--- config.mk ---
export PLATFORM = sky130hd
export DESIGN_NAME = bswr_ctrl
export DESIGN_NICKNAME = d
export VERILOG_FILES = /design/src/rtl/core/bswr_pkg.sv /design/src/rtl/core/bswr_ctrl.sv
export SDC_FILE = /design/constraint.sdc
export NUM_CORES = 1
export LEC_CHECK = 0
export BUFFER_PORTS_ARGS = -buffer_cell sky130_fd_sc_hd__buf_2
export CORE_AREA = 2 2 39 41
export CTS_CLUSTER_DIAMETER = 200
export DETAILED_ROUTE_END_ITERATION = 7
export DIE_AREA = 0 0 41 43
export PLACE_DENSITY = 0.76
export SYNTH_ARGS = -nofsm -noshare
export SYNTH_HDL_FRONTEND = slang
export SYNTH_SLANG_ARGS = --single-unit
--- constraint.sdc ---
create_clock -name clock -period 1.4 [get_ports clock]
set_input_delay 0.21 -clock clock [delete_from_list [all_inputs] [get_ports clock]]
set_output_delay 0.21 -clock clock [all_outputs]
set_load 0.005 [all_outputs]
--- src/rtl/core/bswr_pkg.sv ---
// Shared constants, types and helpers for the binned sliding-window rate core.
package bswr_pkg;

   localparam int NUM_BINS = 8;                        // power of two
   localparam int IDX_W    = $clog2(NUM_BINS);
   localparam int CNT_W    = $clog2(NUM_BINS + 1);
   localparam int WIN_W    = 27;
   localparam int BWID_W   = WIN_W - IDX_W;            // bin width bits
   localparam int TIME_W   = 32;
   localparam int EVT_W    = 16;
   localparam int NORM_W   = 31;
   localparam int DIV_W    = 64;                       // dividend width
   localparam int DIVS_W   = 32;                       // divisor width
   localparam int PROD_W   = TIME_W + WIN_W;
   localparam logic [WIN_W-1:0] WIN_RESET = WIN_W'(1000);

   typedef enum logic [4:0] {
      OP_NONE, OP_LOAD, OP_RESTART, OP_PREP, OP_DIV_K, OP_K_CAP, OP_K_MUL,
      OP_FILL_SETUP, OP_FILL, OP_ADVANCE, OP_ADD, OP_SCAN_INIT, OP_SCAN,
      OP_SUM, OP_NORM_MUL, OP_DIV_N, OP_FINISH
   } op_type;

   typedef enum logic [4:0] {
      S_IDLE, S_CHECK, S_RESTART, S_PREP, S_GAP, S_DIVK, S_KCAP, S_KMUL,
      S_FSET, S_FILL, S_ADV, S_ADD, S_SCAN0, S_SCAN, S_SUM, S_MUL,
      S_DIVN_GO, S_DIVN, S_FIN
   } state_type;

   typedef struct packed {
      op_type op;
   } cmd_type;

   typedef struct packed {
      logic restart;     // first word or time went backwards
      logic long_gap;    // time since the current bin start exceeds one bin width
      logic div_done;
      logic fill_done;
      logic advanced;
      logic scan_last;
      logic cov_zero;
      logic out_busy;
   } status_type;

   function automatic logic [TIME_W-1:0] sat_add32(input logic [TIME_W-1:0] a,
                                                    input logic [TIME_W-1:0] b);
      logic [TIME_W:0] s;
      s = {1'b0, a} + {1'b0, b};
      return s[TIME_W] ? {TIME_W{1'b1}} : s[TIME_W-1:0];
   endfunction

endpackage

--- src/rtl/core/bswr_ctrl.sv ---
// Sequencer that steps the datapath through one word.
module bswr_ctrl (
   input  logic                  clock,
   input  logic                  reset,
   input  logic                  req_tvalid,
   output logic                  req_tready,
   input  bswr_pkg::status_type  status,
   output bswr_pkg::cmd_type     cmd
);
   bswr_pkg::state_type state_ff, state_in;

   always_ff @(posedge clock) begin
      if (reset) state_ff <= bswr_pkg::S_IDLE;
      else       state_ff <= state_in;
   end

   // next state and command
   always_comb begin
      state_in   = state_ff;
      cmd.op     = bswr_pkg::OP_NONE;
      req_tready = 1'b0;
      case (state_ff)
         bswr_pkg::S_IDLE: begin
            req_tready = 1'b1;
            if (req_tvalid) begin
               cmd.op   = bswr_pkg::OP_LOAD;
               state_in = bswr_pkg::S_CHECK;
            end
         end
         bswr_pkg::S_CHECK:
            state_in = status.restart ? bswr_pkg::S_RESTART : bswr_pkg::S_PREP;
         bswr_pkg::S_RESTART:
            if (!status.out_busy) begin
               cmd.op   = bswr_pkg::OP_RESTART;
               state_in = bswr_pkg::S_IDLE;
            end
         bswr_pkg::S_PREP: begin
            cmd.op   = bswr_pkg::OP_PREP;
            state_in = bswr_pkg::S_GAP;
         end
         bswr_pkg::S_GAP:
            if (status.long_gap) begin
               cmd.op   = bswr_pkg::OP_DIV_K;
               state_in = bswr_pkg::S_DIVK;
            end else begin
               state_in = bswr_pkg::S_ADD;
            end
         bswr_pkg::S_DIVK:
            if (status.div_done) state_in = bswr_pkg::S_KCAP;
         bswr_pkg::S_KCAP: begin
            cmd.op   = bswr_pkg::OP_K_CAP;
            state_in = bswr_pkg::S_KMUL;
         end
         bswr_pkg::S_KMUL: begin
            cmd.op   = bswr_pkg::OP_K_MUL;
            state_in = bswr_pkg::S_FSET;
         end
         bswr_pkg::S_FSET: begin
            cmd.op   = bswr_pkg::OP_FILL_SETUP;
            state_in = bswr_pkg::S_FILL;
         end
         bswr_pkg::S_FILL:
            if (status.fill_done) state_in = bswr_pkg::S_ADV;
            else cmd.op = bswr_pkg::OP_FILL;
         bswr_pkg::S_ADV: begin
            cmd.op   = bswr_pkg::OP_ADVANCE;
            state_in = bswr_pkg::S_ADD;
         end
         bswr_pkg::S_ADD: begin
            cmd.op   = bswr_pkg::OP_ADD;
            state_in = status.advanced ? bswr_pkg::S_SCAN0 : bswr_pkg::S_SUM;
         end
         bswr_pkg::S_SCAN0: begin
            cmd.op   = bswr_pkg::OP_SCAN_INIT;
            state_in = bswr_pkg::S_SCAN;
         end
         bswr_pkg::S_SCAN: begin
            cmd.op = bswr_pkg::OP_SCAN;
            if (status.scan_last) state_in = bswr_pkg::S_SUM;
         end
         bswr_pkg::S_SUM: begin
            cmd.op   = bswr_pkg::OP_SUM;
            state_in = bswr_pkg::S_MUL;
         end
         bswr_pkg::S_MUL: begin
            cmd.op   = bswr_pkg::OP_NORM_MUL;
            state_in = status.cov_zero ? bswr_pkg::S_FIN : bswr_pkg::S_DIVN_GO;
         end
         bswr_pkg::S_DIVN_GO: begin
            cmd.op   = bswr_pkg::OP_DIV_N;
            state_in = bswr_pkg::S_DIVN;
         end
         bswr_pkg::S_DIVN:
            if (status.div_done) state_in = bswr_pkg::S_FIN;
         bswr_pkg::S_FIN:
            if (!status.out_busy) begin
               cmd.op   = bswr_pkg::OP_FINISH;
               state_in = bswr_pkg::S_IDLE;
            end
         default: state_in = bswr_pkg::S_IDLE;
      endcase
   end
endmodule

==> out/qor.csv <==
stage,metric,value,unit
global_route,vias in the first global route,661,
synth,"Net Count, Synth",87,
setup_path,CP max stage delay,0.37,ns
drt,total wire length,2140,um
setup_path,crit start category,flip-flop,
setup_path,Worst path most repeated cell,nor2_1,
timing,"Slew Viols, Final",0,
final_layout,Area growth syn-to-layout,76.6,%
floorplan,row cnt,14,
drt,antenna-violating nets left,0,
global_route,initial antenna violation count,0,
placement,GPL Wtd Cong,0.840,
floorplan,Starting Density,39.4,%
final_layout,biggest regs,state_ff (5),
synth,Avg Inst Size Synth,7.18,um2
global_route,GR Overflow Total,0,
synth,commonest register cell after synthesis,dfxtp_1,
synth,Seq cells post-synth,5,
cts,"Clk pin slew, worst setup/hold paths",0.04,ns
cts,Num Clock Sinks,5,
drt,via count,740,
timing,worst-margin pin slew,0.315,ns
final_layout,fin cells,131,
setup_path,WS Path Type,flip-flop to output port,
global_route,first-pass GRT wire length,2770,um
setup_path,CP cell instances,"or2_4, buf_6, nor2_1, nor2_1, o32ai_1, buf_2",
final_layout,diode count,0,
timing,# setup viols final,10,
timing,Fin Clk Skew,0.00429,ns
timing,fin crit share,120,%
timing,PnR worst setup slack,-0.287,ns
power_and_ir_drop,LEAKAGE,0.000412,uW
timing,Max Fclk,593,MHz
cts,Clock Path Buffers,2,
final_layout,most flop-heavy register,state_ff,
floorplan,Top Ports,17,
synth,"EDFF count, synth",0,
setup_path,crit path max fanout,6,
cts,CTS tree,done,
final_layout,max reg flops,5,
final_layout,Final Util,69.6,%
power_and_ir_drop,peak supply drop,934,uV
drt,Pre-antenna DRT Iters,4,
run,Max-Cap Viols,0,
setup_path,CP Capture Type,output port,
placement,dpl ws,-0.110,ns
floorplan,Die X,41,um
cts,Worst-Skew Late Latency,0.24,ns
power_and_ir_drop,power density over cell area,1780,nW/um2
synth,synthesized cell area,546,um2
cts,H-tree levels,1,
timing,Hold Slack,0.186,ns
placement,placed instance count,116,
setup_path,CP arrival,1.48,ns
floorplan,Die H,43,um
placement,I/O Buffers,16,
floorplan,Total Die Area,1760,um2
timing,setup tns final,-2.03,ns
floorplan,core area,1380,um2
setup_path,"Buf+Inv Stages, Crit Path",2,
setup_path,critical path required time,1.19,ns
synth,post-synthesis sequential area ratio,18.3,%
status,failing checks,setup timing,
drt,residual DRC count,0,
placement,HPWL Detailed,1210,um
timing,Final Hold Fails,0,
status,status,"finished, violations left",
timing,RSZ-0062 raised after global routing,yes,
global_route,total track usage,23.4,%
final_layout,Nets,127,
synth,Synth Instances,76,
synth,ys async rst share,0,%
cts,total CTS buffers,3,
synth,synth warn,0,
cts,Root Driver,clkbuf_4,
drt,via/cell ratio,5.65,
final_layout,Fill cells,124,
cts,hold buffers post-CTS,0,
setup_path,slowest stage cell on the critical path,dfxtp_4,
setup_path,Crit path max-delay family,simple AND/OR/NAND/NOR gates,
min_path,Hold Crit Class,input pin to flip-flop,
drt,Avg WL per Cell,16.3,um
synth,Netlist cell types,37,
timing,Slew headroom,79.0,%
timing,Tmin final,1.69,ns
global_route,largest net degree at the start of global routing,12,
final_layout,share of cells above drive strength 1,56.5,%
drt,DRT iter0 DRCs,7,
[Yosys cell counts, types with 2 or more instances]
library cell	number	area (um2)
a21oi_1	9	45.0
nand2_1	9	33.8
nor2_1	8	30.0
dfxtp_1	5	100
buf_2	3	15.0
o21ai_1	3	15.0
a211oi_1	2	15.0
buf_6	2	22.5
clkbuf_1	2	7.51
inv_1	2	7.51
nand3_1	2	10.0
nor4b_1	2	17.5
o22ai_1	2	12.5
o31ai_1	2	15.0
[cells by family after synthesis]
kind of cell	count (synthesis)	share of synthesized area, %
AO/OA/AOI/OAI	29	38.5
flip-flops	5	18.3
buffers and inverters	9	9.63
AND/OR/NAND/NOR	32	31.7
multiplexers	1	1.83
[metrics by stage]
step | cell area, um2 | total power (uW)
3_3_place_gp | 713 | 1180
2_1_floorplan | 546 | 853
3_5_place_dp | 713 | 1200
5_1_grt | 963 | 1820
6_report | 963 | 1710
4_1_cts | 882 | 1550
[layout make-up]
class	count	area [um2]	share of cell area, %
clock buffer	4	26.3	2.73
inverter	2	7.51	0.779
multi-input combinational	62	499	51.8
sequential	5	109	11.3
tap	16	20.0	2.08
timing repair buffer	42	302	31.3
[final timing paths]
check,start,end,slack [ns],cells past startpoint
setup reg to reg,state_ff[2]$_SDFFE_PP0P_,state_ff[0]$_SDFFE_PP0P_,-0.28,8
hold / removal,reset,state_ff[3]$_SDFFE_PP0P_,0.19,2
setup / recovery,state_ff[3]$_SDFFE_PP0P_,cmd[1],-0.29,6
hold reg to reg,state_ff[1]$_SDFFE_PP0P_,state_ff[1]$_SDFFE_PP0P_,0.70,2
[repair_timing]
| action | in CTS | in global routing |
|---|---|---|
| resized for setup | 25 | 11 |
| endpoints found under the setup margin | 9 | 11 |
| setup buffers | 7 | 5 |
| pin swaps | 8 | 12 |
[placed cells by master, fill, tap and decap left out, types with 2 or more instances in the layout]
cell      netlist  final
a21oi_1         9      7
clkbuf_4        0      3
o22ai_1         2      2
o21ai_1         3      4
buf_6           2      7
nor2_4          0      3
nand2_1         9      9
buf_2           3     16
buf_4           0     19
nor2_1          8      5
dfxtp_1         5      2
inv_1           2      2
a21oi_2         0      2
dfxtp_4         0      2
o31ai_1         2      2
[per-layer routing]
layer / vias to the layer above / global-route usage (%) / share of wire [%]
met5: - / 0 / 0
met4: 0 / 12.0 / 1.6
met3: 4 / 1.57 / 3.9
met2: 25 / 38.8 / 51
met1: 348 / 28.4 / 43
li1: 363 / - / -
[worst register-to-register path, cell delays in order, from the launching register on]
cell      delay [ns]
dfxtp_4         0.34
buf_6           0.12
buf_4           0.14
buf_6           0.11
nand2b_4        0.07
a211oi_4        0.04
o311ai_4        0.36
o221ai_1        0.19
and3b_1         0.19
[power breakdown]
part           leakage (uW)  internal (uW)  switching [uW]
Combinational      0.000354            641             622
Sequential        0.0000428            193            85.4
Clock             0.0000150            108            64.4
Total              0.000412            942             771
(Power assumes the default switching activity.)
